`config.mk`:
```
export PLATFORM = sky130hd
export DESIGN_NAME = mme_div
export DESIGN_NICKNAME = d
export VERILOG_FILES = /design/src/rtl/core/mme_pkg.sv /design/src/rtl/core/mme_div.sv
export SDC_FILE = /design/constraint.sdc
export NUM_CORES = 1
export LEC_CHECK = 0
export ABC_AREA = 1
export ABC_CLOCK_PERIOD_IN_PS = 6450
export BUFFER_PORTS_ARGS = -buffer_cell sky130_fd_sc_hd__buf_2
export CELL_PAD_IN_SITES_DETAIL_PLACEMENT = 0
export CELL_PAD_IN_SITES_GLOBAL_PLACEMENT = 1
export CORE_ASPECT_RATIO = 1.4
export CORE_MARGIN = 2
export CORE_UTILIZATION = 37
export CTS_CLUSTER_SIZE = 30
export DETAILED_ROUTE_END_ITERATION = 8
export PLACE_DENSITY_LB_ADDON = 0.25
export RECOVER_POWER = 25
export SYNTH_ARGS = -nofsm -noshare
export SYNTH_HDL_FRONTEND = slang
export SYNTH_SLANG_ARGS = --single-unit
export TNS_END_PERCENT = 1
```
`constraint.sdc`:
```
create_clock -name clk -period 6.45 [get_ports clk]
set_clock_uncertainty 0.05 [all_clocks]
set_input_delay 1.29 -clock clk [delete_from_list [all_inputs] [get_ports clk]]
set_output_delay 1.29 -clock clk [all_outputs]
set_load 0.02 [all_outputs]
```
`src/rtl/core/mme_pkg.sv`:
```
package mme_pkg;
	localparam int DIM_MAX  = 64;
	localparam int IDX_W    = 6;
	localparam int DIMS_W   = 7;
	localparam int IN_W     = 16;
	localparam int MAG_W    = 16;
	localparam int SUM_W    = 26;
	localparam int PROD_W   = 2 * SUM_W;
	localparam int ACC_W    = 60;
	localparam int ROOT_W   = 30;
	localparam int NUM_W    = 42;
	localparam int OUT_W    = 16;
	localparam int FRAC_W   = 15;
	localparam logic [SUM_W-1:0] SUM_MAX = {SUM_W{1'b1}};
	localparam logic [OUT_W-1:0] ONE_Q15 = 16'h8000;
endpackage

```
`src/rtl/core/mme_div.sv`:
```
module mme_div (
	input  logic                          clk,
	input  logic                          arst_n,
	input  logic                          start,
	input  logic [mme_pkg::NUM_W-1:0]     numer,
	input  logic [mme_pkg::ROOT_W-1:0]    denom,
	output logic                          done,
	output logic [mme_pkg::NUM_W-1:0]     quot
);
	logic [mme_pkg::NUM_W-1:0]  num_q;
	logic [mme_pkg::ROOT_W-1:0] den_q, rem_q;
	logic [mme_pkg::ROOT_W:0]   rem_sh;
	logic                       busy_q;
	logic [5:0]                 cnt_q;

	assign rem_sh = {rem_q, num_q[mme_pkg::NUM_W-1]};

	always_ff @(posedge clk or negedge arst_n) begin
		if (!arst_n) begin
			busy_q <= 1'b0;
			done   <= 1'b0;
			cnt_q  <= '0;
		end else begin
			done <= 1'b0;
			if (start) begin
				busy_q <= 1'b1;
				cnt_q  <= 6'(mme_pkg::NUM_W - 1);
			end else if (busy_q) begin
				if (cnt_q == '0) begin
					busy_q <= 1'b0;
					done   <= 1'b1;
				end
				cnt_q <= cnt_q - 6'd1;
			end
		end
	end

	always_ff @(posedge clk) begin
		if (start) begin
			num_q <= numer;
			den_q <= denom;
			rem_q <= '0;
			quot  <= '0;
		end else if (busy_q) begin
			num_q <= num_q << 1;
			if (rem_sh >= {1'b0, den_q}) begin
				rem_q <= mme_pkg::ROOT_W'(rem_sh - {1'b0, den_q});
				quot  <= {quot[mme_pkg::NUM_W-2:0], 1'b1};
			end else begin
				rem_q <= rem_sh[mme_pkg::ROOT_W-1:0];
				quot  <= {quot[mme_pkg::NUM_W-2:0], 1'b0};
			end
		end
	end
endmodule

```
-- Word level (Yosys, flattened, before mapping)
Cells that the tools add are included.
- $add $sub $neg: 2
- order comparisons: 1
- mux-type cells: 12
- reduce and logical (&&, ||, !) cells: 2
- operator list (kind ; number):
    42-bit two-way mux ; 2
    31-bit by 30-bit greater-or-equal comparator with 1-bit output ; 1
    30-bit two-way mux ; 1
    30-bit subtractor ; 1
    6-bit two-way mux ; 2
    1-bit two-way mux ; 7
    6-bit zero test ; 1
    6-bit by 1-bit subtractor with 6-bit output, second input constant ; 1
    2-bit nonzero test ; 1
- bits in registers: 152
- logic and storage cells: 24

-- Longest topological paths before layout
- word-level depth: 4
- mapped depth: 17

-- Worst setup path before layout
OpenSTA, ideal clock, no wires.
- path kind: in2reg
- start: input port start
- end: register num_q[0] (netlist bit) (enable)
- library setup time: 0.423 ns
- arrival: 2.817 ns
- required time: 5.977 ns
- slack: 3.160 ns
- stages on the path: 3
- path through: nor2_1 > clkinv_1 > clkbuf_1
- cells in the longest elaborated chain, start to end: 1
- ends and longest elaborated chain (element ; line ; RTL):
    start: declaration ; mme_div.sv:4 ; input logic start,
    2-bit nonzero test (no source line) ; - ;
    end signal: assignment ; mme_div.sv:40 ; num_q <= numer;
    end signal: assignment ; mme_div.sv:45 ; num_q <= num_q << 1;
    end: declaration ; mme_div.sv:10 ; logic [mme_pkg::NUM_W-1:0] num_q;
No other way between the ends.
A chain may end at the register's enable or synchronous reset.

-- Worst setup path after layout
- start: input port start
- end: register num_q[14] (netlist bit) (enable)
Same word-level chain as after synthesis.

==> PnR_summary.wiki <==
{| class="wikitable"
! Metric !! Value
|-
| First-iteration detailed-routing DRC count || 338
|-
| Residual antenna-violating net count after detailed routing || 0
|-
| Ports || 118
|-
| Post-route DRC || 0
|-
| Initial core utilization || 37.9%
|-
| Number of hold-slack violations in the final timing report || 0
|-
| Tcrit/Tclk final || 50.4%
|-
| Standard cell with the maximum stage delay on the critical path || sky130_fd_sc_hd__buf_4
|-
| Length of the first detailed-routing pass in iterations || 5
|-
| Number of rows in the core area || 64
|-
| Grt total ovfl || 0
|-
| Total placed instance area || 9140 sq um
|-
| Commonest non-fill, non-tap cell in the layout || sky130_fd_sc_hd__nand2_1
|-
| Unrepaired setup endpoints after global routing || false
|-
| Top library cells by usage in the layout, fill and taps aside || sky130_fd_sc_hd__nand2_1 (479), sky130_fd_sc_hd__inv_1 (179), sky130_fd_sc_hd__buf_2 (114)
|-
| Worst Max-Slew Pin Slew || 1150 ps
|-
| Max-slew headroom || 23.1%
|-
| Category of cells accounting for the largest share of critical-path delay || buffers and inverters
|-
| Reported max-cap violation count || 0
|-
| Global-route usage over all layers || 18.2%
|-
| Routability congestion estimate || 0.854
|-
| Adder and majority gate portion of the synthesized area || 5.06%
|-
| Area fraction in compound gates after synthesis || 5.43%
|-
| Half-perimeter wire length of the detailed placement result || 14900 um
|-
| Utilization after layout || 44.3%
|-
| CP Data Arrival Time || 3270 ps
|-
| Proportion of layout cells with a drive suffix above 1 || 15.9%
|-
| Area growth syn-to-layout || 16.8%
|-
| Number of nets in the synthesized netlist || 1226
|-
| Avg Cell Area, Syn || 7.43 sq um
|-
| Cell Area, Synth || 8310 sq um
|-
| Post-CTS Repair Setup Buffers || 0
|-
| Worst-case clock buffer depth || 2
|-
| CTS H-tree depth || 4
|-
| Dominant combinational cell family by area after synthesis || simple AND/OR/NAND/NOR gates
|-
| Library cells used by synthesis || 34
|-
| Number of warnings issued by yosys || 0
|-
| Cell seen most often among critical-path stages || sky130_fd_sc_hd__buf_4
|-
| CTS Hold Bufs || 0
|-
| Leakage power of the design || 5.04 nW
|-
| Post-synth EDFFs || 72
|-
| Cts bufs inserted || 17
|-
| Slew Viols, Final || 0
|-
| Root buffer selected by CTS || sky130_fd_sc_hd__clkbuf_16
|-
| Yosys top cell area share || 26.0%
|-
| XOR/XNOR share of the synthesized area || 1.37%
|-
| Fmax || 308 MHz
|-
| Total Die Area || 23700 sq um
|-
| Filler cells || 2336
|-
| Setup TNS after final layout || 0 ps
|-
| TritonCTS clock tree || yes
|-
| Wire length of the first global-routing pass || 33400 um
|-
| Final design instance area without fill || 9710 sq um
|-
| Ys flop type || sky130_fd_sc_hd__edfxtp_1
|-
| Per-cell routed wire length || 13.3 um
|-
| Cells taking the most area after synthesis || sky130_fd_sc_hd__edfxtp_1 (26%), sky130_fd_sc_hd__nand2_1 (22%), sky130_fd_sc_hd__dfxtp_1 (17%)
|-
| Basic-gate share of the synthesized area counting and, or, nand and nor cells || 31.9%
|-
| Data required time at the worst endpoint || 6470 ps
|-
| Vias in the first global route || 6991
|-
| Crit Path Max Fanout || 78
|-
| Gates resized, CTS repair || 0
|-
| Core Area || 21900 sq um
|-
| Async set or reset register ratio after synthesis || 5.26%
|-
| Detailed-route wire length || 20400 um
|-
| Seq cells post-synth || 152
|-
| Crit Path Category || primary input to flop
|-
| Mean number of vias per cell || 4.50
|-
| Post-Syn Instances || 1118
|-
| CP peak stage delay || 710 ps
|-
| Nets@finish || 1337
|-
| Final Setup Violations || 0
|-
| Clock insertion delay at the later pin of the skew report || 440 ps
|-
| Status || completed
|-
| Antenna violations before repair || 1
|-
| Via total after detailed routing || 6926
|-
| Clock transition at the register clock pins on the worst setup and hold paths after CTS || 60 ps
|-
| Vertical die dimension || 181 um
|-
| Power per standard cell area || 243 nW/um^2
|-
| Startpoint Class || primary input
|-
| Share of the yosys chip area belonging to registers || 45.8%
|-
| Most area-hungry cell type in the Yosys netlist || sky130_fd_sc_hd__edfxtp_1
|-
| Sequence of cells on the critical path || clkbuf_1 > buf_4 > nor2_2 > inv_2 > buf_4
|-
| Peak supply drop || 0.000185 V
|-
| Kind of end point of the critical path || flop
|-
| Number of buffer and inverter stages on the critical path || 4
|-
| Count of clock tree sinks || 152
|-
| Pin count of the biggest net entering global routing || 79
|-
| Count of port buffers added during placement || 117
|-
| Mux cell area share after synthesis || 0%
|-
| Kind of path behind the tightest hold check || flop to flop
|-
| Time the final worst path needs with I/O delays and setup || 3250 ps
|-
| Width of the die || 131 um
|}
==> state kept, by name, indices dropped and copies added (netlist names) <==
name,cells
num_q,42
quot,42
den_q,30
rem_q,30
cnt_q,6
busy_q,1
done,1
==> worst register-to-register path, delay by kind of cell (launching register included) <==
family	cells	cell delay [ps]
and+or+nand+nor	8	1700
AOI/OAI and AO/OA	2	480
buffers and inverters	1	40
DFF	1	320
adders and majority gates	1	390
==> power breakdown <==
group | leakage [nW] | switching, mW | internal, mW
Sequential | 1.43 | 0.0216 | 1.07
Clock | 0.290 | 0.403 | 0.565
Combinational | 3.32 | 0.195 | 0.105
==> area by class of cell <==
class	count	area (sq um)	area share (%)
Inverter	186	698	7.19
Tap cell	297	372	3.83
Antenna cell	1	2.50	0.0258
Clock buffer	24	518	5.33
Timing Repair Buffer	122	619	6.38
Clock inverter	8	57.6	0.593
Multi-Input combinational cell	750	3640	37.5
Sequential cell	152	3800	39.2
==> through the flow <==
| step | power [mW] | std cells | hold slack, ps | setup slack, ps |
|---|---|---|---|---|
| after global routing | 2.47 | 1540 | 450 | 3010 |
| final | 2.36 | 1540 | 414 | 3200 |
| after global placement | 1.41 | 1507 | 387 | 2790 |
| after detailed placement | 1.41 | 1507 | 399 | 2730 |
| after floorplan | 1.33 | 1118 | 390 | 3160 |
| after CTS | 2.40 | 1539 | 416 | 3220 |
==> layer usage <==
metal | routed length [um] | global-route usage, % | vias to the layer above
met5 | 0 | 0 | -
met4 | 500 | 7.23 | 0
met3 | 941 | 4.65 | 31
met2 | 10600 | 33.1 | 123
met1 | 8360 | 19.9 | 3048
li1 | - | - | 3724
==> cells by family after synthesis <==
| group | Yosys count |
|---|---|
| buf+inv | 216 |
| compound gates | 77 |
| fa+ha+maj | 33 |
| simple gates | 627 |
| xor+xnor | 13 |
| flops | 152 |
==> Yosys cell counts (2+ instances only) <==
cell type / number
sky130_fd_sc_hd__dfxtp_1: 72
sky130_fd_sc_hd__o21ai_0: 7
sky130_fd_sc_hd__clkinv_1: 3
sky130_fd_sc_hd__inv_1: 179
sky130_fd_sc_hd__nor3_1: 6
sky130_fd_sc_hd__nor3_2: 3
sky130_fd_sc_hd__xor2_1: 11
sky130_fd_sc_hd__clkbuf_1: 19
sky130_fd_sc_hd__or2_2: 2
sky130_fd_sc_hd__inv_2: 4
sky130_fd_sc_hd__nand3_1: 44
sky130_fd_sc_hd__nand2_2: 6
sky130_fd_sc_hd__dfrtp_1: 8
sky130_fd_sc_hd__buf_4: 2
sky130_fd_sc_hd__edfxtp_1: 72
sky130_fd_sc_hd__o22ai_1: 41
sky130_fd_sc_hd__nor2_1: 45
sky130_fd_sc_hd__ha_1: 32
sky130_fd_sc_hd__nand3_2: 21
sky130_fd_sc_hd__buf_6: 7
sky130_fd_sc_hd__o21bai_1: 5
sky130_fd_sc_hd__a21oi_1: 23
sky130_fd_sc_hd__xnor2_1: 2
sky130_fd_sc_hd__nor2_2: 7
sky130_fd_sc_hd__nand2_1: 479
sky130_fd_sc_hd__and2_1: 2
sky130_fd_sc_hd__nand4_1: 9
==> path summary, 6_finish.rpt <==
| path | depth (start not counted) | to | startpoint | slack (ps) |
|---|---|---|---|---|
| max | 5 | num_q[14] | start | 3200 |
| min | 2 | quot[41] | quot[41] | 410 |
| max reg2reg | 12 | rem_q[27] | den_q[18] | 3380 |
| min reg2reg | 2 | quot[41] | quot[41] | 410 |
| max in group asynchronous | 1 | cnt_q[0] | arst_n | 5280 |
| min in group asynchronous | 1 | cnt_q[4] | arst_n | 730 |
Note: power is estimated with default switching activity, not from simulation.
