$ cat config.mk
export PLATFORM = sky130hd
export DESIGN_NAME = mme_sqrt
export DESIGN_NICKNAME = d
export VERILOG_FILES = /design/src/rtl/core/mme_pkg.sv /design/src/rtl/core/mme_sqrt.sv
export SDC_FILE = /design/constraint.sdc
export NUM_CORES = 1
export LEC_CHECK = 0
export BUFFER_PORTS_ARGS = -buffer_cell sky130_fd_sc_hd__buf_2
export CAP_MARGIN = 20
export CORE_ASPECT_RATIO = 0.9
export CORE_UTILIZATION = 35
export DETAILED_ROUTE_END_ITERATION = 8
export PLACE_DENSITY = 0.48
export SLEW_MARGIN = 20
export SYNTH_ARGS = -nofsm -noshare
export SYNTH_HDL_FRONTEND = slang
export SYNTH_SLANG_ARGS = --single-unit
$ cat constraint.sdc
create_clock -name clk -period 8.6 [get_ports clk]
set_input_delay 1.72 -clock clk [delete_from_list [all_inputs] [get_ports clk]]
set_output_delay 1.72 -clock clk [all_outputs]
set_load 0.01 [all_outputs]
$ cat src/rtl/core/mme_pkg.sv
package mme_pkg;
	localparam int DIM_MAX  = 64;
	localparam int IDX_W    = 6;
	localparam int DIMS_W   = 7;
	localparam int IN_W     = 16;
	localparam int MAG_W    = 16;
	localparam int SUM_W    = 26;
	localparam int PROD_W   = 2 * SUM_W;
	localparam int ACC_W    = 60;
	localparam int ROOT_W   = 30;
	localparam int NUM_W    = 42;
	localparam int OUT_W    = 16;
	localparam int FRAC_W   = 15;
	localparam logic [SUM_W-1:0] SUM_MAX = {SUM_W{1'b1}};
	localparam logic [OUT_W-1:0] ONE_Q15 = 16'h8000;
endpackage

$ cat src/rtl/core/mme_sqrt.sv
module mme_sqrt (
	input  logic                          clk,
	input  logic                          arst_n,
	input  logic                          start,
	input  logic [mme_pkg::ACC_W-1:0]     operand,
	output logic                          done,
	output logic [mme_pkg::ROOT_W-1:0]    root
);
	logic [mme_pkg::ACC_W-1:0] v_q, res_q, bit_q, trial;
	logic                      busy_q;
	logic [4:0]                cnt_q;

	assign trial = res_q + bit_q;
	assign root  = res_q[mme_pkg::ROOT_W-1:0];

	always_ff @(posedge clk or negedge arst_n) begin
		if (!arst_n) begin
			busy_q <= 1'b0;
			done   <= 1'b0;
			cnt_q  <= '0;
		end else begin
			done <= 1'b0;
			if (start) begin
				busy_q <= 1'b1;
				cnt_q  <= 5'(mme_pkg::ACC_W / 2 - 1);
			end else if (busy_q) begin
				if (cnt_q == '0) begin
					busy_q <= 1'b0;
					done   <= 1'b1;
				end
				cnt_q <= cnt_q - 5'd1;
			end
		end
	end

	always_ff @(posedge clk) begin
		if (start) begin
			v_q   <= operand;
			res_q <= '0;
			bit_q <= {2'b01, {(mme_pkg::ACC_W-2){1'b0}}};
		end else if (busy_q) begin
			if (v_q >= trial) begin
				v_q   <= v_q - trial;
				res_q <= (res_q >> 1) + bit_q;
			end else begin
				res_q <= res_q >> 1;
			end
			bit_q <= bit_q >> 2;
		end
	end
endmodule

# Yosys cells after proc, flatten, opt, wreduce, memory -nomap -nowiden
# Index checks and enable logic that the tools add are counted.
dict set report word_totals {
  out_inout_bits 31
  mem_bits_ro 0
  regBits 157
  ramBits 0
  word_cells 27
  memories 0
  inputBits 63
  latchBits 0
}
dict set report op_classes {
  bitwise_logic 0
  div 0
  eq_ne 0
  order_cmp 1
  mux 12
  n_reduce_logical 4
  addsub 4
  mul 0
  shifts 0
}
# operator count
set op_table {}
lappend op_table {{2-to-1 mux 60 bit} 4}
lappend op_table {{adder 59 x 59 -> 60 bit} 1}
lappend op_table {{adder 60 x 59 -> 60 bit} 1}
lappend op_table {{>= comparator 60 bit} 1}
lappend op_table {{subtractor 60 bit} 1}
lappend op_table {{2-to-1 mux 5 bit} 2}
lappend op_table {{2-to-1 mux 1 bit} 6}
lappend op_table {{zero test 5 bit} 1}
lappend op_table {{subtractor 5 x 1 -> 5 bit, second input constant} 1}
lappend op_table {{nonzero test 2 bit} 2}
lappend op_table {{AND reduction 2 bit} 1}

# Longest topological paths before layout
# Gate-level depths: netlist (run 1).
dict set report depth {
  word_depth 5
  mapped_depth 23
  mapped_depth_nobuf 21
}

# Worst setup path after synthesis (run 1)
# OpenSTA, ideal clock, no wires.
dict set report synth_timing {
  path_kind {register -> register}
  start {register res_q[4] in the netlist's numbering}
  end {register v_q[0] in the netlist's numbering (enable)}
  t_arrival_ns 5.766
  required_time_ns 8.181
  n_path_buf 2
  slack_ns 2.414
  setup_time_ns 0.419
  path_stages_with_launch 21
  period_less_slack_ns 6.186
  path_cell_list {dfxtp_1 > ha_1 > a21oi_1 > o31ai_1 > a21o_1 > a21oi_1 > o31a_1 > nor4b_1 > or2_2 > a21boi_0 > xor2_1 > ha_1 > clkbuf_1 > nand2_1 > or3_1 > nor2_2 > nand4_1 > o41ai_4 > buf_2 > nand2_1 > nand2_1}
}
dict set report synth_via {
  elab_chain_cells 4
}
# item line_no
set synth_rtl {}
lappend synth_rtl {{start, declared} mme_sqrt.sv:9} ;# logic [mme_pkg::ACC_W-1:0] v_q, res_q, bit_q, trial;
lappend synth_rtl {{start signal, assigned} mme_sqrt.sv:44} ;# res_q <= (res_q >> 1) + bit_q;
lappend synth_rtl {{start signal, assigned} mme_sqrt.sv:46} ;# res_q <= res_q >> 1;
lappend synth_rtl {{adder 60 x 59 -> 60 bit} mme_sqrt.sv:13} ;# assign trial = res_q + bit_q;
lappend synth_rtl {{>= comparator 60 bit} mme_sqrt.sv:42} ;# if (v_q >= trial) begin
lappend synth_rtl {{nonzero test 2 bit (no source line)} n/a}
lappend synth_rtl {{AND reduction 2 bit (no source line)} n/a}
lappend synth_rtl {{end signal, assigned} mme_sqrt.sv:38} ;# v_q <= operand;
lappend synth_rtl {{end signal, assigned} mme_sqrt.sv:43} ;# v_q <= v_q - trial;
lappend synth_rtl {{end, declared} mme_sqrt.sv:9}
# No other way between the ends.
# A chain may end at the register's enable or synchronous reset.

# Worst setup path in the final report (run 1)
dict set report layout_timing {
  start {register res_q[24] in the netlist's numbering}
  end {register v_q[10] in the netlist's numbering (enable)}
}
# The elaborated chain is that of the path after synthesis.

==> impl_metrics.csv, run 1 <==
group,metric,value,unit
placement,port_buffers,93,
synthesis,synth_top_area_cell,"dfxtp_1",
worst_setup_path,cp.required,8.70,ns
timing,min_period,6.72,ns
timing,rsz0062_at_grt,"false",
die,dieHeight,196,um
detailed_routing,routed_wl,47600,um
synthesis,synth_compound_area_share,27.0,%
detailed_routing,postRouteAntennaNets,0,
job,maxCapViolCount,0,
clock_tree,post_cts_resized,0,
worst_hold_path,min_from,"res_q[0]$_SDFFE_PP0P_",
global_routing,grt_max_degree,73,
clock_tree,root_buffer,"clkbuf_16",
timing,setup-violations-final,0,
placement,pre_cts_ws,1.86,ns
clock_tree,clkSinkCount,157,
worst_hold_path,hold_path.class,"flop to flop",
detailed_routing,drc,0,
timing,timing.final.crit_share,78.1,%
detailed_routing,vias,13824,
timing,fin_ws,1.88,ns
worst_hold_path,whs_path_depth,2,
worst_setup_path,crit_family,"simple AND/OR/NAND/NOR gates",
die,die_w,218,um
synthesis,synth_nets,2041,
worst_setup_path,critPathMaxStageDelay,0.64,ns
die,die_area,0.0427,mm^2
power_and_ir_drop,powerDensity,356,mW/mm^2
die,rows,70,
power_and_ir_drop,irDropWorstVdd,0.211,mV
worst_setup_path,reg2reg_depth,18,
detailed_routing,via_per_inst,5.76,
synthesis,synth_warnings,0,
timing,finalSetupTns,0,ns
clock_tree,numCtsBuffers,17,
clock_tree,cts_tree,"done",
clock_tree,cts_max_path_buffers,2,
timing,finClkSkew,0.0119,ns
global_routing,antenna_found_initial,0,
worst_setup_path,critPathSlowestCell,"o21ai_0",
final_layout,drive_gt1_share,9.99,%
worst_setup_path,critical_path_arrival,6.81,ns
worst_setup_path,critPathLaunch,"res_q[24]$_SDFFE_PP0P_",
synthesis,synth_top_area_share,12.3,%
status,status,"completed",
worst_setup_path,cp.buffers_inverters,1,
placement,gp_congestion,0.955,
worst_setup_path,path_cells,"ha_1 > nand4_1 > o21ai_0 > a21oi_1 > o31a_1 > nor4b_1 > a311o_1 > a21oi_1 > xor2_1 > ha_1 > nand3_1 > or3_1 > nor2_2 > nand4_1 > o41ai_4 > nand2_1 > nand2_2 > buf_4",
clock_tree,clkLatencyLatePin,0.46,ns
worst_setup_path,r2r_setup_slack,1.88,ns
placement,hpwl,36100,um
clock_tree,cts_setup_buffers,0,
worst_setup_path,critical_path_class,"flop to flop",
synthesis,synthFlopType,"dfxtp_1",
worst_hold_path,holdPathEnd,"res_q[0]$_SDFFE_PP0P_",
synthesis,synth_top_family_by_area,"compound AO/OA/AOI/OAI gates",
power_and_ir_drop,p_leak,6.28,nW
synthesis,synth_seq_cells,157,
clock_tree,clkTransAtPathRegs,0.07,ns
global_routing,grt_overflow,0,
global_routing,grtUsageTotal,22.7,%
synthesis,synth.area.top_cells,"dfxtp_1 (12%), edfxtp_1 (12%), ha_1 (11%)",
clock_tree,cts_hold_buf,0,
timing,drv_slew,0,
detailed_routing,first_pass_iters,6,
synthesis,synth-xor-area-share,8.42,%
final_layout,areaGrowthSynthToFinish,7.68,%
worst_setup_path,cp_max_fo,37,
timing,final_hold_viol_count,0,
die,num_io_pins,94,
synthesis,syn_area,0.0147,mm^2
worst_setup_path,reg2reg_from,"res_q[24]$_SDFFE_PP0P_",
global_routing,grt_pass1_vias,13390,
global_routing,grt_pass1_wl,76000,um
synthesis,seq_area_frac_synth,25.8,%
worst_setup_path,end_kind,"flop",
timing,slew_headroom,31.5,%
synthesis,synthMuxAreaShare,3.03,%
timing,worst_pin_slew,1.03,ns
worst_setup_path,cp-start-kind,"flop",
synthesis,avgSynthCellArea,7.92,um^2
synthesis,synthArstFlopShare,4.46,%
synthesis,syn_inst,1853,
detailed_routing,initialDrtViolationCount,938,
worst_setup_path,r2r-end,"v_q[10]$_DFFE_PP_",
clock_tree,cts_htree_levels,4,
synthesis,synth_cell_types,90,
detailed_routing,routedWlPerCell,19.8,um
final_layout,nNetsFinal,2037,
power_and_ir_drop,power,0.00563,W
synthesis,synthAdderAreaFrac,10.7,%
synthesis,yosys.area_share.simple,19.6,%
die,initial_utilization,35.8,%
die,core-area,0.0410,mm^2
timing,fmax,149,MHz
synthesis,synth_edf_count,60,
final_layout,num_antenna_cells,0,
[routing by layer]
layer | part of all wire (%) | global-route usage (%) | up-vias
met5 | 0 | 0 | -
met4 | 2.0 | 6.37 | 0
met3 | 4.7 | 3.71 | 48
met2 | 46 | 36.7 | 332
met1 | 48 | 31.0 | 6588
li1 | - | - | 6856
[registers in the layout (all words and copies together), names as in the netlist]
name / cells
busy_q: 1
done: 1
res_q: 60
cnt_q: 5
v_q: 60
bit_q: 30
[metrics by stage]
stage | hold slack, ns | cells | util [%] | cell area (um^2)
2_1_floorplan | 0.478 | 1853 | - | 14700
3_3_place_gp | 0.489 | 2370 | 37.2 | 15300
3_5_place_dp | 0.496 | 2370 | 37.2 | 15300
4_1_cts | 0.507 | 2401 | 38.5 | 15800
5_1_grt | 0.546 | 2401 | 38.5 | 15800
6_report | 0.503 | 2401 | 38.5 | 15800
[layout make-up]
type,instances,area (um^2)
fill,4322,25200
multi-input combinational,1526,10100
sequential,157,3780
tap,540,676
timing repair buffer,102,539
clock buffer,24,492
inverter,45,169
clock inverter,7,40.0
[cells by family (layout without fill, tap and decap cells)]
group	count (synthesis)	in the layout
xor gates and xnor gates	141	141
buffers and inverters	170	178
and+or+nand+nor	623	623
DFF	157	157
adders and majority gates	125	125
muxes	44	44
AOI/OAI and AO/OA	593	593
[worst max path at each step]
| stage | cells after the start | slack [ns] | end |
|---|---|---|---|
| final | 18 | 1.88 | v_q[10]$_DFFE_PP_ |
| after detailed placement | 18 | 1.86 | v_q[3]$_DFFE_PP_ |
| after global routing | 18 | 1.33 | v_q[9]$_DFFE_PP_ |
| after global placement | 19 | 1.96 | v_q[9]$_DFFE_PP_ |
| after floorplan | 20 | 2.41 | v_q[0]$_DFFE_PP_ |
| after CTS | 18 | 1.84 | v_q[16]$_DFFE_PP_ |
[worst register-to-register path, cell delays in order, from the launching register on]
cell	delay (ns)
dfxtp_1	0.40
ha_1	0.37
nand4_1	0.15
o21ai_0	0.64
a21oi_1	0.29
o31a_1	0.39
nor4b_1	0.48
a311o_1	0.34
a21oi_1	0.10
xor2_1	0.18
ha_1	0.43
nand3_1	0.15
or3_1	0.43
nor2_2	0.19
nand4_1	0.20
o41ai_4	0.26
nand2_1	0.17
nand2_2	0.54
buf_4	0.60
[synthesized netlist by cell type, drive strengths merged (5+ instances only)]
cell type	count
nor3	41
nand2	221
dfxtp	90
o31a	7
and2	12
a211oi	32
xor2	71
buf	56
nor2b	12
edfxtp	60
o221ai	7
nor3b	5
o32ai	7
nor4	8
or3	20
a221oi	10
xnor2	70
dfrtp	7
and3	12
o311ai	7
a31oi	66
clkbuf	69
a31o	13
nand4	45
o31ai	14
o21bai	29
or2	12
a21oi	116
mux2i	41
and4	6
a21o	39
ha	124
a211o	5
o21a	20
inv	45
o211ai	10
nor2	184
nand3	32
o41ai	7
a311oi	18
o21ai	144
a21boi	7
[power by group]
| part | internal [W] | switching, W |
|---|---|---|
| Clock | 0.000396 | 0.000330 |
| Combinational | 0.00135 | 0.00222 |
| Sequential | 0.00110 | 0.000237 |
| Total | 0.00284 | 0.00279 |
[layout by cell type (no fill, tap or decap), types with 6 or more instances in the layout]
master     count
buf_4          9
a31o_2        12
nor3_1        38
xor2_1        71
nand2_1      218
a211oi_1      32
a221oi_1      10
dfrtp_1        6
a31oi_1       65
and3_1        12
o32ai_1        7
and4_1         6
o211ai_1      10
nor2b_1       12
inv_1         45
xnor2_1       70
a311oi_1      17
buf_2         92
edfxtp_1      60
o21ai_1       16
o21bai_1      29
nand3_1       32
a21o_1        39
a21oi_1      115
clkbuf_16     17
nor2_1       182
o31a_1         7
o21ai_0      128
and2_1        12
dfxtp_1       90
o31ai_1       12
or2_2         12
o221ai_1       7
ha_1         124
mux2i_1       41
nor4_1         8
or3_1         20
o21a_1        20
nand4_1       44
(Power assumes the default switching activity.)
==> inputs of run 2 (changes only) <==
Clock period 8.6 ns to 7 ns, I/O delays scaled along.
==> run 2 against run 1 <==
  * Clock skew about the same
  * Via count increased by 0.35%
  * Register-to-register slack worse by 1.5 ns
  * Sequential cell count stayed put
  * Total power increased by 27%
  * Highest routed layer unchanged
==> impl_metrics.csv, run 2 (synthesized netlist as in run 1, its figures left out) <==
group,metric,value,unit
status,status,"completed",
global_routing,grt_overflow,0,
final_layout,final_cell_mix,"nand2_1 (218), nor2_1 (182), o21ai_0 (128)",
timing,min_period,6.57,ns
timing,finClkSkew,0.0120,ns
timing,timing.final.crit_share,93.8,%
power_and_ir_drop,p_seq_share,22.4,%
detailed_routing,drc,0,
clock_tree,cts_htree_levels,4,
timing,timing.hold.ws,0.512,ns
detailed_routing,first_pass_iters,6,
timing,finalSetupTns,0,ns
worst_hold_path,whs_path_depth,2,
worst_setup_path,critical_path_class,"flop to flop",
worst_setup_path,reg2reg_depth,20,
detailed_routing,via_per_inst,5.74,
placement,hpwl,36500,um
power_and_ir_drop,powerDensity,445,mW/mm^2
timing,fin_ws,0.431,ns
timing,drv_slew,0,
global_routing,grt_pass1_vias,13560,
clock_tree,clkTransAtPathRegs,0.07,ns
die,dieHeight,196,um
final_layout,areaGrowthSynthToFinish,9.21,%
global_routing,antenna_found_initial,0,
detailed_routing,postRouteAntennaNets,0,
clock_tree,numCtsBuffers,17,
worst_setup_path,critical_path_arrival,6.90,ns
power_and_ir_drop,switching_share,48.6,%
clock_tree,root_buffer,"clkbuf_16",
clock_tree,cts_hold_buf,0,
worst_setup_path,r2r-end,"res_q[32]$_SDFFE_PP0P_",
clock_tree,cts_tree,"done",
final_layout,instances_no_fill,2417,
worst_hold_path,min_from,"res_q[0]$_SDFFE_PP0P_",
detailed_routing,initialDrtViolationCount,894,
clock_tree,post_cts_resized,0,
worst_hold_path,holdPathEnd,"res_q[0]$_SDFFE_PP0P_",
detailed_routing,routed_wl,47800,um
worst_setup_path,critPathLaunch,"res_q[4]$_SDFFE_PP0P_",
global_routing,grt_pass1_wl,76200,um
placement,port_buffers,93,
clock_tree,clkLatencyLatePin,0.47,ns
worst_setup_path,cp-start-kind,"flop",
detailed_routing,routedWlPerCell,19.8,um
global_routing,grt_max_degree,117,
timing,final_hold_viol_count,0,
power_and_ir_drop,clock_power_share,14.2,%
worst_setup_path,r2r_setup_slack,0.43,ns
clock_tree,clkSinkCount,157,
placement,dp_cells,2385,
timing,rsz0062_at_grt,"false",
die,core-area,0.0410,mm^2
timing,fmax,152,MHz
timing,setup-violations-final,0,
die,rows,70,
detailed_routing,vias,13873,
final_layout,nNetsFinal,2052,
final_layout,num_antenna_cells,0,
power_and_ir_drop,p_comb_share,63.4,%
timing,slew_headroom,28.6,%
placement,gp_congestion,0.914,
power_and_ir_drop,p_leak,6.40,nW
worst_hold_path,hold_path.class,"flop to flop",
power_and_ir_drop,p_int,0.00367,W
final_layout,top_regs,"res_q (60), v_q (60), bit_q (30)",
die,num_io_pins,94,
worst_setup_path,cp_max_fo,31,
die,initial_utilization,35.8,%
placement,placed_area,0.0154,mm^2
worst_setup_path,reg2reg_from,"res_q[4]$_SDFFE_PP0P_",
power_and_ir_drop,irDropWorstVdd,0.301,mV
power_and_ir_drop,power_switching,0.00346,W
final_layout,drive_gt1_share,10.8,%
final_layout,fill_cells,4335,
worst_setup_path,end_kind,"flop",
timing,worst_pin_slew,1.07,ns
clock_tree,cts_max_path_buffers,2,
worst_setup_path,cp.required,7.33,ns
job,maxCapViolCount,0,
die,die_w,218,um
final_layout,layout_commonest_cell,"nand2_1",
final_layout,design_area,0.0160,mm^2
global_routing,grtUsageTotal,22.7,%
placement,pre_cts_ws,0.498,ns
die,die_area,0.0427,mm^2
clock_tree,cts_setup_buffers,0,
-- run 2: power by group through the flow --
stage / combinational, W / clock, W / sequential, W
global route: 0.00503 / 0.00107 / 0.00163
detailed placement: 0.00447 / 0 / 0.00161
CTS: 0.00450 / 0.00104 / 0.00160
finish: 0.00452 / 0.00101 / 0.00160
floorplan: 0.00344 / 0 / 0.00150
global placement: 0.00448 / 0 / 0.00162
-- run 2: routing by layer --
metal | vias up | share of wire, % | GRT usage [%]
met4 | 0 | 1.9 | 6.11
met3 | 50 | 4.7 | 4.00
met1 | 6586 | 47 | 29.8
li1 | 6898 | - | -
met5 | - | 0 | 0
met2 | 339 | 47 | 38.1
-- run 2: per-stage QoR --
| step | utilization [%] | power, W |
|---|---|---|
| floorplan | - | 0.00494 |
| global placement | 37.6 | 0.00610 |
| detailed placement | 37.6 | 0.00608 |
| CTS | 39.1 | 0.00714 |
| global route | 39.1 | 0.00774 |
| finish | 39.1 | 0.00713 |
-- run 2: final cells by class --
class | count | area [um^2] | share of cell area, %
multi-input cells | 1526 | 10100 | 63.0
well taps | 540 | 676 | 4.22
inverters | 45 | 169 | 1.05
clock buffers | 20 | 437 | 2.73
repair buffers | 117 | 689 | 4.30
flip-flops and latches | 157 | 3780 | 23.6
clock inverters | 12 | 170 | 1.06
-- run 2: worst max-delay path, stage by stage (launching register included) --
cell,delay [ns]
dfxtp_1,0.40
ha_1,0.39
a21oi_1,0.11
o31ai_1,0.54
a21o_1,0.28
a21oi_1,0.21
o31a_1,0.37
nor4b_1,0.41
a311o_1,0.33
nand2_1,0.09
xor2_1,0.38
ha_1,0.36
nand2_1,0.13
nor2_1,0.10
a211o_1,0.36
o21bai_1,0.22
a311oi_2,0.41
o41a_2,0.61
buf_12,0.27
nand2_1,0.07
a311oi_1,0.38
-- run 2: how the worst max path moves through the flow --
stage,endpoint,slack (ns),cells after the start
finish,res_q[32]$_SDFFE_PP0P_,0.43,20
global route,res_q[6]$_SDFFE_PP0P_,0.04,20
CTS,res_q[32]$_SDFFE_PP0P_,0.45,20
detailed placement,res_q[32]$_SDFFE_PP0P_,0.50,20
global placement,res_q[32]$_SDFFE_PP0P_,0.43,20
floorplan,v_q[0]$_DFFE_PP_,0.81,20
